**src/hw/rtl/pbrb_ram.sv**
```systemverilog
`default_nettype none

module pbrb_ram #(
    parameter int WIDTH = 8,
    parameter int DEPTH = 512,
    parameter int AW    = (DEPTH > 1) ? $clog2(DEPTH) : 1
) (
    input  wire logic             clk,
    input  wire logic             we,
    input  wire logic [AW-1:0]    waddr,
    input  wire logic [WIDTH-1:0] wdata,
    input  wire logic             re,
    input  wire logic [AW-1:0]    raddr,
    output logic      [WIDTH-1:0] rdata
);

    logic [WIDTH-1:0] mem [DEPTH];
    logic [WIDTH-1:0] rdata_reg;

    // One write port and one registered read port; the read data holds
    // until the next read.
    always_ff @(posedge clk)
    begin
        if (we)
        begin
            mem[waddr] <= wdata;
        end
        if (re)
        begin
            rdata_reg <= mem[raddr];
        end
    end

    assign rdata = rdata_reg;

endmodule

`default_nettype wire

```
**config.mk**
```make
export PLATFORM = sky130hd
export DESIGN_NAME = pbrb_ram
export DESIGN_NICKNAME = d
export VERILOG_FILES = /design/src/hw/rtl/pbrb_ram.sv
export SDC_FILE = /design/constraint.sdc
export NUM_CORES = 2
export LEC_CHECK = 0
export ABC_AREA = 0
export BUFFER_PORTS_ARGS = -buffer_cell sky130_fd_sc_hd__buf_2
export CORE_MARGIN = 2
export CORE_UTILIZATION = 50
export DETAILED_ROUTE_END_ITERATION = 6
export PLACE_DENSITY = 0.65
export SYNTH_ARGS = -nofsm -noshare
export SYNTH_HDL_FRONTEND = slang
export SYNTH_SLANG_ARGS = --single-unit
export TNS_END_PERCENT = 1
```
**constraint.sdc**
```tcl
create_clock -name clk -period 4.38 [get_ports clk]
set_clock_uncertainty 0.15 [all_clocks]
set_input_delay 0.219 -clock clk [delete_from_list [all_inputs] [get_ports clk]]
set_output_delay 0.219 -clock clk [all_outputs]
set_load 0.1 [all_outputs]
```
**After elaboration in Yosys (flattened, before gate mapping)**

Memories as Yosys holds them, arrays and structs flattened. A register that Yosys moved wholly into a read port is not among the register bits.
Cells that the tools add are included.
Widths: inputs -> output; s select.

- Bits of input ports: 29
- RAM bits: 4096
- Register bits after elaboration: 0
- Memories kept: 1

- Mux-type cells: 2

Memories:

| name | words | bits a word | read ports | clocked after Yosys merged registers in | wr ports | line | RTL |
|---|---|---|---|---|---|---|---|
| mem | 512 | 8 | 1 | 1 | 1 | 17 | `logic [WIDTH-1:0] mem [DEPTH];` |

Operators by type and width:

| kind | count |
|---|---|
| $mux 1 | 2 |

**Logic depth before layout (Yosys ltp)**

- Depth after elaboration: 2
- Depth in mapped cells: 12
- Depth with buffers taken out: 7

**Worst setup path before layout**

No wires, ideal clock.

- Path type: input -> register
- From: input port raddr[0]
- To: register rdata_reg[0], in the netlist rdata[0], read port of mem (data pin)
- Setup slack: 1900 ps
- Arrival time: 2073 ps
- Buffers on the path: 4
- Stages: 10
- Cells stage by stage: buf_4 -> buf_12 -> buf_12 -> buf_2 -> mux4_2 -> o21ai_0 -> nand3_1 -> nand4_1 -> o21ai_0 -> o2111a_1

RTL lines:

| what | line | RTL |
|---|---|---|
| start: declaration | 13 | `input wire logic [AW-1:0] raddr,` |
| end: declaration | 18 | `logic [WIDTH-1:0] rdata_reg;` |

==> flow_metrics.tcl <==
set metrics [dict create \
    setup_viol 0 \
    async_flop_share_pct 0 \
    synth_top_area_share_pct 77.02 \
    antenna_found_initial 20 \
    cts_buffers 409 \
    rsz0062_at_grt "false" \
    layout.cells.most_common_list "4104 x edfxtp_1, 797 x mux2i_1, 654 x mux4_2" \
    layout_commonest_cell "edfxtp_1" \
    syn_nets 8059 \
    clockPowerShare_pct 42.4 \
    worstSetupPathType "input pin to register" \
    ant_nets 0 \
    total_power_w 0.08227 \
    netlist_area_um2 160000 \
    path_buf_inv 5 \
    syn_inst 8030 \
    place_inst 12220 \
    ioPinCount 37 \
    fp.dieH_um 569.7 \
    irDropWorstVdd_mv 0.3254 \
    grt_max_degree 145 \
    finalHoldViolCount 0 \
    grt_pass1_wl_um 593800 \
    ys_types 50 \
    post_drt_wl_per_cell_um 31.92 \
    tightest_slew_ns 1.411 \
    max_freq_ghz 0.2620 \
    dieArea_um2 324600 \
    crit_path_max_incr_delay_ns 0.82 \
    start_util_pct 50.27 \
    crit_required_ns 5.06 \
    cts_root_buf "clkbuf_16" \
    synth_top_area_cell "edfxtp_1" \
    p_int_w 0.06451 \
    crit_top_cell "buf_4" \
    fin_cells 13010 \
    status "complete, no violations" \
    drtIter0Drc 11580 \
    power-per-cell-area_nw_per_um2 454.3 \
    dp_hpwl_um 253500 \
    drive_gt1_share_pct 20.35 \
    place.gp.congestion 0.9285 \
    fin_crit_sh_pct 87.14 \
    cts_sinks 4104 \
    synth-seq-area-share_pct 77.02 \
    cts.clk_slew.worst_paths_ns 0.06 \
    cpLargestDelayFamily "simple AND/OR/NAND/NOR gates" \
    io_buffer_count 36 \
    dr_total_vias 83350 \
    cp_cell_sequence "dlygate4sd3_1 -> buf_2 -> nor2b_1 -> buf_4 -> nand2_1 -> nor3_1 -> nor4_1 -> buf_4 -> o311ai_0 -> buf_4 -> nor4_1 -> o2111a_1" \
    routed_wl_um 415100 \
    grt-ovfl-total 0 \
    yosysWarnings 0 \
    post_drt_via_cell_ratio 6.408 \
    num-fill-cells 23010 \
    p_leak_nw 57.89 \
    crit_fanout 10 \
    post_dp_cell_area_um2 167500 \
    nets 8500 \
    design.core.area_um2 318300 \
    pwr-share-seq_pct 52.6 \
    p_sw_share_pct 21.59 \
    final_area_um2 181100 \
    crit_arrival_ns 4.49 \
    ys_seq_elements 4104 \
    hp-class "input pin to register" \
    cp-end-kind "register" \
    maxSlewViolCount 0 \
    route.detailed.drc 0 \
    grtUsageTotal_pct 25.34 \
    comb_power_share_pct 4.9 \
    drtPass1Iterations 6 \
    row_count 207 \
    period_needed_ns 3.817 \
    grt_pass1_vias 82130 \
    p_sw_w 0.01776 \
    cts_buffer_depth 4 \
    largest_reg_flops 4096 \
    synth-edff-count 4104 \
    yosys-top-cells-area "edfxtp_1 77%, mux4_2 9.2%, mux2i_1 5.0%" \
    ys_dominant_reg_cell "edfxtp_1" \
    maxCapViolations 0 \
    cp-start-kind "input pin" \
    htreeDepth 5 \
    avgSynthCellArea_um2 19.93 \
    insertion_delay_ns 0.98 \
    slowest_stage "nor4_1" \
    syn2layout_area_growth_pct 13.18 \
    tritoncts "done" \
    max-slew-margin-rel_pct 5.097 \
    die_w_um 569.7 \
]
[worst reg2reg max path, stage by stage (launching register included)]
cell and delay [ns]:
edfxtp_1 0.35, mux2i_1 0.08, o221ai_1 0.24, a21oi_1 0.23
nor4_1 0.60, buf_4 0.23, nand4_1 0.35, nor4_1 0.90
o2111a_1 0.32
[power by group through the flow]
stage / Sequential, W / Combinational, W / Clock, W
6_report: 0.0433 / 0.00406 / 0.0349
5_1_grt: 0.0433 / 0.00423 / 0.0368
4_1_cts: 0.0433 / 0.00405 / 0.0352
3_5_place_dp: 0.0441 / 0.00403 / 0
3_3_place_gp: 0.0441 / 0.00396 / 0
2_1_floorplan: 0.0442 / 0.00206 / 0
[kinds of logic after synthesis]
family,synth area share (%)
AND/OR/NAND/NOR,2.630
flip-flops,77.02
AO/OA/AOI/OAI,4.311
multiplexers,14.19
buffers and inverters,1.848
[worst paths after layout]
| kind | slack, ns | end | cells past startpoint | from |
|---|---|---|---|---|
| worst max-delay path | 0.56 | rdata[2] | 12 | raddr[3] |
| worst min-delay path | 0.05 | mem[247][1] | 3 | waddr[0] |
| worst max register to register | 0.80 | rdata[4] | 8 | mem[59][4] |
| worst min register to register | 1.15 | rdata[5] | 6 | mem[484][5] |
[layout make-up]
type,instances,area [um2],area share (%)
Timing Repair Buffer,543,5184,2.862
Multi-Input combinational cell,3410,34010,18.78
Tap cell,4180,5230,2.888
Antenna cell,18,45.04,0.02487
Inverter,3,18.77,0.01036
Sequential cell,4104,123200,68.05
Clock inverter,258,2770,1.530
Clock buffer,490,10600,5.855
[cells in the mapped netlist, types with 5 or more instances]
master	count
nor3b_1	8
a22o_1	5
o31ai_1	13
buf_8	11
buf_4	70
a21oi_1	194
nor2_1	597
nand2_1	111
clkbuf_1	265
o2111a_1	8
o311ai_0	5
nand4_1	32
nor3_1	109
mux4_2	654
mux2i_1	797
o41ai_1	7
o22ai_1	163
edfxtp_1	4104
a211oi_1	17
or3_1	6
nor2b_1	6
a22oi_1	61
buf_6	64
buf_1	41
nand3_1	36
o21ai_0	118
nor4_1	36
o221ai_1	371
buf_2	57
and2_1	20
buf_12	5
[metrics by stage]
stage          setup WS, ns  setup TNS, ns  util (%)  hold slack [ns]
2_1_floorplan         1.900              0         -           0.1679
3_3_place_gp        -0.6459         -1.226     52.62           0.4906
3_5_place_dp        -0.1183        -0.2179     52.63           0.4909
4_1_cts              0.7156              0     56.88        0.0003643
5_1_grt              0.5451              0     56.89          0.04631
6_report             0.5631              0     56.89          0.05375
[metal layers]
layer	up-vias	global-route usage, %	share of wire (%)
li1	34390	-	-
met3	678	4.602	9.4
met2	4424	40.16	48
met4	8	7.842	3.4
met1	43840	36.05	40
met5	-	0	0.014
[what timing repair did]
action / in CTS / in global routing
hold buffers: 16 / 0
resized for setup: 0 / 0
buffers inserted: 0 / 0
endpoints found under the hold margin: 1146 / 0
No activity file was read; power rests on OpenSTA's default activity.
