## src/hw/rtl/pbrb_pkg.sv

```systemverilog
`default_nettype none

package pbrb_pkg;

    // Default geometry of the frame store.
    localparam int ROWS_DEF      = 8;
    localparam int ROW_BYTES_DEF = 64;

    // Width register and the internal width that holds a clamped pixel count.
    localparam int             WIDTH_W     = 10;
    localparam logic [WIDTH_W-1:0] WIDTH_RESET = 10'd512;
    localparam int             EW_W        = 12;

    // Request types.
    localparam logic REQ_WRITE = 1'b0;
    localparam logic REQ_READ  = 1'b1;

    // Request word.
    typedef struct packed {
        logic       req_type;
        logic [2:0] row_index;
        logic [8:0] bit_pos;
        logic [3:0] bit_count;
        logic [7:0] src_byte;
    } req_t;

    // Response word.
    typedef struct packed {
        logic [7:0] read_data;
        logic       out_of_range;
    } rsp_t;

    // What the merge unit hands back to the sequencer.
    typedef struct packed {
        rsp_t        rsp;
        logic [15:0] merged;
        logic        wr_first;
        logic        wr_second;
    } merge_t;

endpackage

`default_nettype wire

```

## src/hw/rtl/pbrb_merge.sv

```systemverilog
`default_nettype none

module pbrb_merge (
    input  wire pbrb_pkg::req_t               item,
    input  wire logic                         row_ok,
    input  wire logic [pbrb_pkg::EW_W-1:0]    eff_width,
    input  wire logic [7:0]                   win_first,
    input  wire logic [7:0]                   win_second,
    output pbrb_pkg::merge_t                  res
);

    logic [15:0] win;
    logic [15:0] shifted;
    logic [15:0] wmask16;
    logic [15:0] wdata16;
    logic [7:0]  rd_keep;
    logic [7:0]  wmask8;
    logic [3:0]  cnt;
    logic [2:0]  off;
    logic        rd_oor;
    logic        wr_oor;
    logic        in_w;
    logic        sel;
    logic [pbrb_pkg::EW_W-1:0] pix;

    always_comb
    begin
        // Saturate the count and locate the window within the two bytes.
        cnt     = (item.bit_count > 4'd8) ? 4'd8 : item.bit_count;
        off     = item.bit_pos[2:0];
        win     = {win_first, win_second};
        rd_keep = '0;
        wmask8  = '0;
        rd_oor  = 1'b0;
        wr_oor  = 1'b0;

        // Each of the eight pixels is checked against the frame width on its own.
        for (int k = 0; k < 8; k++)
        begin
            pix = pbrb_pkg::EW_W'(item.bit_pos) + pbrb_pkg::EW_W'(k);
            in_w = (pix < eff_width);
            sel  = (4'(k) < cnt);
            rd_keep[7-k] = in_w;
            wmask8[7-k]  = sel & in_w;
            rd_oor       = rd_oor | ~in_w;
            wr_oor       = wr_oor | (sel & ~in_w);
        end

        // Extract for reads, masked merge for writes.
        shifted = win << off;
        wmask16 = {wmask8, 8'h00} >> off;
        wdata16 = {item.src_byte, 8'h00} >> off;
        res.merged = (win & ~wmask16) | (wdata16 & wmask16);

        if (!row_ok)
        begin
            res.rsp.read_data    = 8'h00;
            res.rsp.out_of_range = (item.req_type == pbrb_pkg::REQ_READ) || (cnt != 4'd0);
            res.wr_first         = 1'b0;
            res.wr_second        = 1'b0;
        end
        else if (item.req_type == pbrb_pkg::REQ_READ)
        begin
            res.rsp.read_data    = shifted[15:8] & rd_keep;
            res.rsp.out_of_range = rd_oor;
            res.wr_first         = 1'b0;
            res.wr_second        = 1'b0;
        end
        else
        begin
            res.rsp.read_data    = 8'h00;
            res.rsp.out_of_range = wr_oor;
            res.wr_first         = |wmask16[15:8];
            res.wr_second        = |wmask16[7:0];
        end
    end

endmodule

`default_nettype wire

```

## config.mk

```make
export PLATFORM = sky130hd
export DESIGN_NAME = pbrb_merge
export DESIGN_NICKNAME = d
export VERILOG_FILES = /design/src/hw/rtl/pbrb_pkg.sv /design/src/hw/rtl/pbrb_merge.sv
export SDC_FILE = /design/constraint.sdc
export NUM_CORES = 1
export LEC_CHECK = 0
export BUFFER_PORTS_ARGS = -buffer_cell sky130_fd_sc_hd__buf_2
export CORE_MARGIN = 2
export CORE_UTILIZATION = 50
export DETAILED_ROUTE_END_ITERATION = 16
export PLACE_DENSITY = 0.73
export REMOVE_ABC_BUFFERS = 1
export SLEW_MARGIN = 0
export SYNTH_ARGS = -nofsm -noshare
export SYNTH_HDL_FRONTEND = slang
export SYNTH_SLANG_ARGS = --single-unit
```

## constraint.sdc

```tcl
create_clock -name vclk -period 3.4
set_input_delay 0 -clock vclk [all_inputs]
set_output_delay 0 -clock vclk [all_outputs]
set_load 0.02 [all_outputs]
```

# --- Word-level counts from Yosys, hierarchy flattened ---
# Index checks and enable logic that the tools add are counted.
totals:
  register_bits: 0
  in_bits: 54
  out_inout_bits: 27
  wordCells: 79
op_classes:
  n_addsub: 7
  magnitude_cmp: 17
  n_shift: 3
  mux: 5
  bitwise_logic: 43
  n_reduce_logical: 4
op_table:
  columns: ["op", "count"]
  rows:
  - ["$lt A10 B12 Y1", 7]
  - ["$add A9 B3 Y10 const B", 4]
  - ["$and A16 B16 Y16", 2]
  - ["$shr A16 B3 Y16", 2]
  - ["$add A9 B2 Y10 const B", 2]
  - ["$mux W9", 2]
  - ["$and A1 B1 Y1", 16]
  - ["$lt A3 B4 Y1 const A", 4]
  - ["$not A16 Y16", 1]
  - ["$or A16 B16 Y16", 1]
  - ["$reduce_or A8 Y1", 2]
  - ["$shl A16 B3 Y16", 1]
  - ["$or A1 B1 Y1", 14]
  - ["$lt A9 B12 Y1", 1]
  - ["$add A9 B1 Y10 const B", 1]
  - ["$and A8 B8 Y8", 1]
  - ["$lt A1 B4 Y1 const A", 2]
  - ["$lt A2 B4 Y1 const A", 2]
  - ["$not A1 Y1", 8]
  - ["$gt A4 B4 Y1 const B", 1]
  - ["$mux W2", 2]
  - ["$mux W4", 1]
  - ["$reduce_bool A4 Y1", 1]
  - ["$logic_or A1 B1 Y1", 1]

# --- Longest topological paths before layout ---
# Gate-level depths: netlist of run 1.
depth:
  ltp_word: 13
  depth_mapped: 18
  depth_no_buf: 15

# --- Worst setup path before layout of run 1 ---
# Ideal clock, no wire load.
synth_path:
  path_type: "input -> output"
  from: "in item[14] (netlist bit)"
  to: "out res[8] (netlist bit)"
  arrival_time_ns: 3.874
  t_required_ns: 3.400
  path_slack_ns: -0.474
  stages: 17
  cell_sequence: "clkbuf_1 > clkinv_1 > buf_1 > clkbuf_1 > ha_1 > a21boi_0 > or2_2 > nor2_1 > xor2_1 > ha_1 > nand4_1 > or3_1 > a32o_2 > o2bb2ai_2 > mux2i_1 > o22ai_1 > mux2_1"
synth_lines:
  columns: ["item", "line_no", "source"]
  rows:
  - ["start: declaration", "pbrb_merge.sv:4", "input wire pbrb_pkg::req_t item,"]
  - ["end: declaration", "pbrb_merge.sv:9", "output pbrb_pkg::merge_t res"]

==> out/qor.csv, run 1 <==
metric,value,unit
GRT Util Overall,31.9,%
synth top area cells,"ha_1, mux2i_1, xor2_1",
HPWL after DPL,11.1,mm
sequential cells,0,
Area Growth Syn to Fin,24.6,%
f_max,296,MHz
vias in the first global route,4380,
max_slew headroom,55.4,%
HP Start,win_second[0],
Critical Path Max Stage Delay,360,ps
final setup fails,0,
post-route setup slack,16.6,ps
critical path cell sequence,buf_2 > inv_1 > buf_4 > ha_1 > a21oi_2 > nor2_1 > xor2_1 > ha_1 > a211oi_1 > o21ai_0 > o211ai_1 > a31oi_2 > or2_2 > o21a_1 > buf_4 > o22ai_1 > mux2_2 > buf_2,
Final ANT Viol Nets,0,
first-pass detailed-route iteration total,6,
Post-CTS Hold Fix Bufs,0,
Synth Warn #,0,
crit path to,res[12],
Port Buffers,76,
GRT overflow,0,
Synth Instances,521,
setup_tns,0,ps
first-pass GRT wire length,21.9,mm
pre-CTS WS,-57.9,ps
Critical Path End Type,output pin,
Placer Congestion,1.05,
Critical Path Source,item[13],
Via Count,4577,
num rows,32,
Residual DRC,0,
fin nets,762,
final WL,13.8,mm
Vias/cell,6.24,
Worst Path Arrival,3380,ps
Worst-Margin Slew,662,ps
"Slew Viols, Final",0,
initial drt markers,492,
core area,0.00761,mm2
initial antenna violation count,1,
Syn Std Cell Area,0.00387,mm2
commonest cells in the netlist,"ha_1, nor2_1, nand2_1, a21oi_1",
HP Class,input pin to output pin,
post-synth top area cell,ha_1,
wire length per cell,18.8,um
Reg area,0,um2
RSZ-0062 raised after global routing,yes,
mean area per synthesized cell,7.43,um2
die height,92.0,um
status,"finished, final reports clean",
fillcell total,689,
die width,92.0,um
WS Path Type,input pin to output pin,
# IOs,81,
most common cell in the netlist,ha_1,
Worst path slowest cell,mux2_2,
sequential-to-total area share from yosys stat,0,%
clkbuf count,0,
fin crit share,99.5,%
critical path required time,3400,ps
Final Hold Violating Endpoints,0,
Period minus WS final,3380,ps
Max-cap violations,0,
layout cells sized above 1,29.8,%
Worst Setup Start Kind,input pin,
largest net degree at the start of global routing,33,
Worst Path Max Fanout,5,
Yosys cell types,65,
Yosys top cell area share,24.6,%
full die area,0.00846,mm2
Starting Density,50.9,%
[what timing repair did]
action / 4_1_cts / 5_1_grt
setup endpoints to repair: 4 / 14
pin swaps: 0 / 2
buffers inserted: 0 / 3
hold endpoints to repair: 0 / 0
gates cloned: 0 / 0
resized for setup: 4 / 19
[metrics by stage]
stage	area [um2]	utilization, %	std cells	hold slack [ps]
CTS	4720	62.1	729	0.137
global placement	4700	61.8	729	0.137
floorplan	3750	-	492	0
finish	4820	63.4	733	0.0435
detailed placement	4700	61.8	729	0.137
global route	4820	63.3	732	0.122
[area by class of cell]
| class | count | area [um2] | area share [%] |
|---|---|---|---|
| inverter | 21 | 82.6 | 1.71 |
| antenna | 1 | 2.50 | 0.0519 |
| tap | 102 | 128 | 2.65 |
| multi-input combinational | 471 | 3750 | 77.9 |
| timing repair buffer | 138 | 853 | 17.7 |
[how the worst min path moves through the flow]
stage | to | slack (ps) | cells past startpoint
finish | res[2] | 0.04 | 0
global route | res[2] | 0.1 | 0
CTS | res[2] | 0.1 | 0
detailed placement | res[2] | 0.1 | 0
global placement | res[2] | 0.1 | 0
floorplan | res[2] | 0 | 0
[worst max-delay path: cells and delay by family]
| family | cells | cell delay, ps |
|---|---|---|
| adders and majority gates | 2 | 480 |
| AOI/OAI and AO/OA | 7 | 1240 |
| muxes | 1 | 360 |
| xor gates and xnor gates | 1 | 140 |
| buffers and inverters | 5 | 780 |
| and+or+nand+nor | 2 | 390 |
[per-layer routing]
metal  vias up  global-route usage, %  wire length [um]
met1      2095                   44.7              5860
li1       2181                      -                 -
met5         -                      0                 0
met2       266                   51.7              6270
met3        35                   4.11              1340
met4         0                   8.46               320
[cells by family after synthesis]
group,synth area share [%]
AND/OR/NAND/NOR,20.4
AO/OA/AOI/OAI,24.5
adder cells (fa/ha/maj),24.6
multiplexers,15.7
buffers and inverters,5.11
XOR/XNOR,9.73
[cell usage in the layout, fill, tap and decap left out, types with 12 or more instances in the layout]
master and instances:
nor2_1 46, a21oi_1 27, ha_1 72, buf_2 76
xor2_1 22, o21ai_0 26, inv_1 20, mux2_2 12
buf_4 60, xnor2_1 21, nand3_1 24, mux2i_1 27
nand2_1 42
==> run 2, diff against run 1 <==
--- a/config.mk
+++ b/config.mk
@@ -8,2 +8,3 @@
 export BUFFER_PORTS_ARGS = -buffer_cell sky130_fd_sc_hd__buf_2
+export CORE_ASPECT_RATIO = 1.1
 export CORE_MARGIN = 2
==> constraint.sdc (replaced) <==
create_clock -name vclk -period 3.4
set_input_delay 0.68 -clock vclk [all_inputs]
set_output_delay 0.68 -clock vclk [all_outputs]
set_load 0.02 [all_outputs]
==> run 2 against run 1 <==
  * The flow now finishes with violations (negative setup slack)
  * Routed wire length increased by 52%
  * Utilization increased by 24 points
  * Critical endpoint is now res[13]
  * Via count increased by 27%
  * Hold slack improved by 1400 ps
  * Sequential share of layout area unchanged
==> out/qor.csv, run 2 (synthesized netlist as in run 1, its figures left out) <==
metric,value,unit,change
Final Cell Area,0.00650,mm2,+35%
GRT overflow,0,,unchanged
Port Buffers,76,,unchanged
leakage power,3.07,nW,
HP Class,input pin to output pin,,
Worst-Margin Slew,656,ps,-6.56 ps
Area Growth Syn to Fin,67.9,%,
max_slew headroom,56.1,%,+0.74 points
sequential cells,0,,unchanged
Via Count,5821,,+27%
initial drt markers,581,,+18%
most frequent cells in the layout,"buf_4, ha_1, buf_2, nand2_1, nor2_1",,
worst hold stages,0,,unchanged
Critical Path End Type,output pin,,
largest net degree at the start of global routing,38,,+15%
wire length per cell,25.4,um,+35%
full die area,0.00846,mm2,about the same
Worst Path Max Fanout,5,,unchanged
Residual DRC,0,,unchanged
PD cells,176,mW/mm2,
Max-cap violations,0,,unchanged
final WL,20.9,mm,+52%
clkbuf count,0,,unchanged
cell area after placement,0.00504,mm2,+7.3%
die height,96.3,um,+4.7%
initial antenna violation count,0,,-1
f_max,211,MHz,-28%
vias in the first global route,5113,,+17%
first-pass GRT wire length,24.9,mm,+13%
critical path required time,2720,ps,-680 ps
fillcell total,337,,-51%
Vias/cell,7.06,,+13%
GRT Util Overall,37.3,%,+5.4 points
Period minus WS final,4730,ps,+1350 ps
fin nets,852,,+12%
Placer Congestion,1.06,,+0.95%
layout cells sized above 1,52.2,%,+22 points
die width,87.9,um,-4.4%
Reg area,0,um2,unchanged
Starting Density,51.8,%,+0.91 points
Final ANT Viol Nets,0,,unchanged
post-route setup slack,-1330,ps,-1350 ps
HPWL after DPL,11.7,mm,+5.3%
Pwr Total,1.14,mW,
final core occ,86.9,%,+24 points
Final Hold Violating Endpoints,0,,unchanged
"Slew Viols, Final",0,,unchanged
Worst Path Arrival,4050,ps,+670 ps
failing checks,negative setup slack,,
fin crit share,139,%,+40 points
maximum VDD drop,0.000115,V,
Post-Layout Cell Count,825,,+13%
"commonest non-fill, non-tap cell in the layout",buf_4,,
WS Path Type,input pin to output pin,,
Post-CTS Hold Fix Bufs,0,,unchanged
Worst Setup Start Kind,input pin,,
final setup fails,26,,+26
ANT cells,0,,-1
num rows,33,,+3.1%
status,"finished, violations left",,
DP Cell Count,777,,+6.6%
area of the multi-input gates,0.00451,mm2,+20%
RSZ-0062 raised after global routing,yes,,
first-pass detailed-route iteration total,5,,-1
core area,0.00747,mm2,-1.8%
# IOs,81,,unchanged
[run 2: final timing paths]
kind                      start      end  slack [ps]
setup / recovery       item[13]  res[13]       -1330
hold / removal    win_second[0]   res[2]        1360
[run 2: per-layer routing]
layer	up-vias	GRT usage, %	wire length, um
li1	2360	-	-
met1	2657	45.7	7130
met2	581	65.1	9250
met3	223	3.60	2490
met4	0	17.7	2050
met5	-	0	0
[run 2: stage by stage]
| step | setup TNS, ps | hold slack, ps | setup slack [ps] |
|---|---|---|---|
| detailed placement | -27120 | 1360 | -1460 |
| CTS | -18130 | 1360 | -1060 |
| floorplan | -23850 | 1360 | -1480 |
| finish | -23970 | 1360 | -1330 |
| global placement | -25410 | 1360 | -1360 |
| global route | -25040 | 1360 | -1370 |
[run 2: final cells by class]
| cell class | instances | area share, % |
|---|---|---|
| multi-input combinational | 471 | 69.5 |
| tap | 105 | 2.02 |
| inverter | 21 | 1.44 |
| timing repair buffer | 228 | 27.0 |
[run 2: critical path: stages]
cell      delay, ps
buf_12          100
inv_8            40
buf_6           120
ha_4            160
a21oi_2         130
buf_4           160
nor2_4           40
xor2_1          160
ha_1            320
a211oi_2        250
o21ai_1         110
o211ai_1        150
a31oi_4         170
buf_6           150
or4_4           410
o211a_1         180
mux2i_1         230
mux2_4          340
buf_6           130
[run 2: where the power goes]
| part | switching, mW | internal (mW) | total, mW | leakage, nW |
|---|---|---|---|---|
| sequential | 0 | 0 | 0 | 0 |
| clock | 0 | 0 | 0 | 0 |
| combinational | 0.624 | 0.518 | 1.14 | 3.07 |
| total | 0.624 | 0.518 | 1.14 | 3.07 |
[run 2: timing repair]
action,4_1_cts,5_1_grt
setup buffers,31,22
pin swaps,69,47
gates resized for setup,158,96
setup endpoints to repair,26,26
endpoints found under the hold margin,0,0
Note: power is estimated with default switching activity, not from simulation.
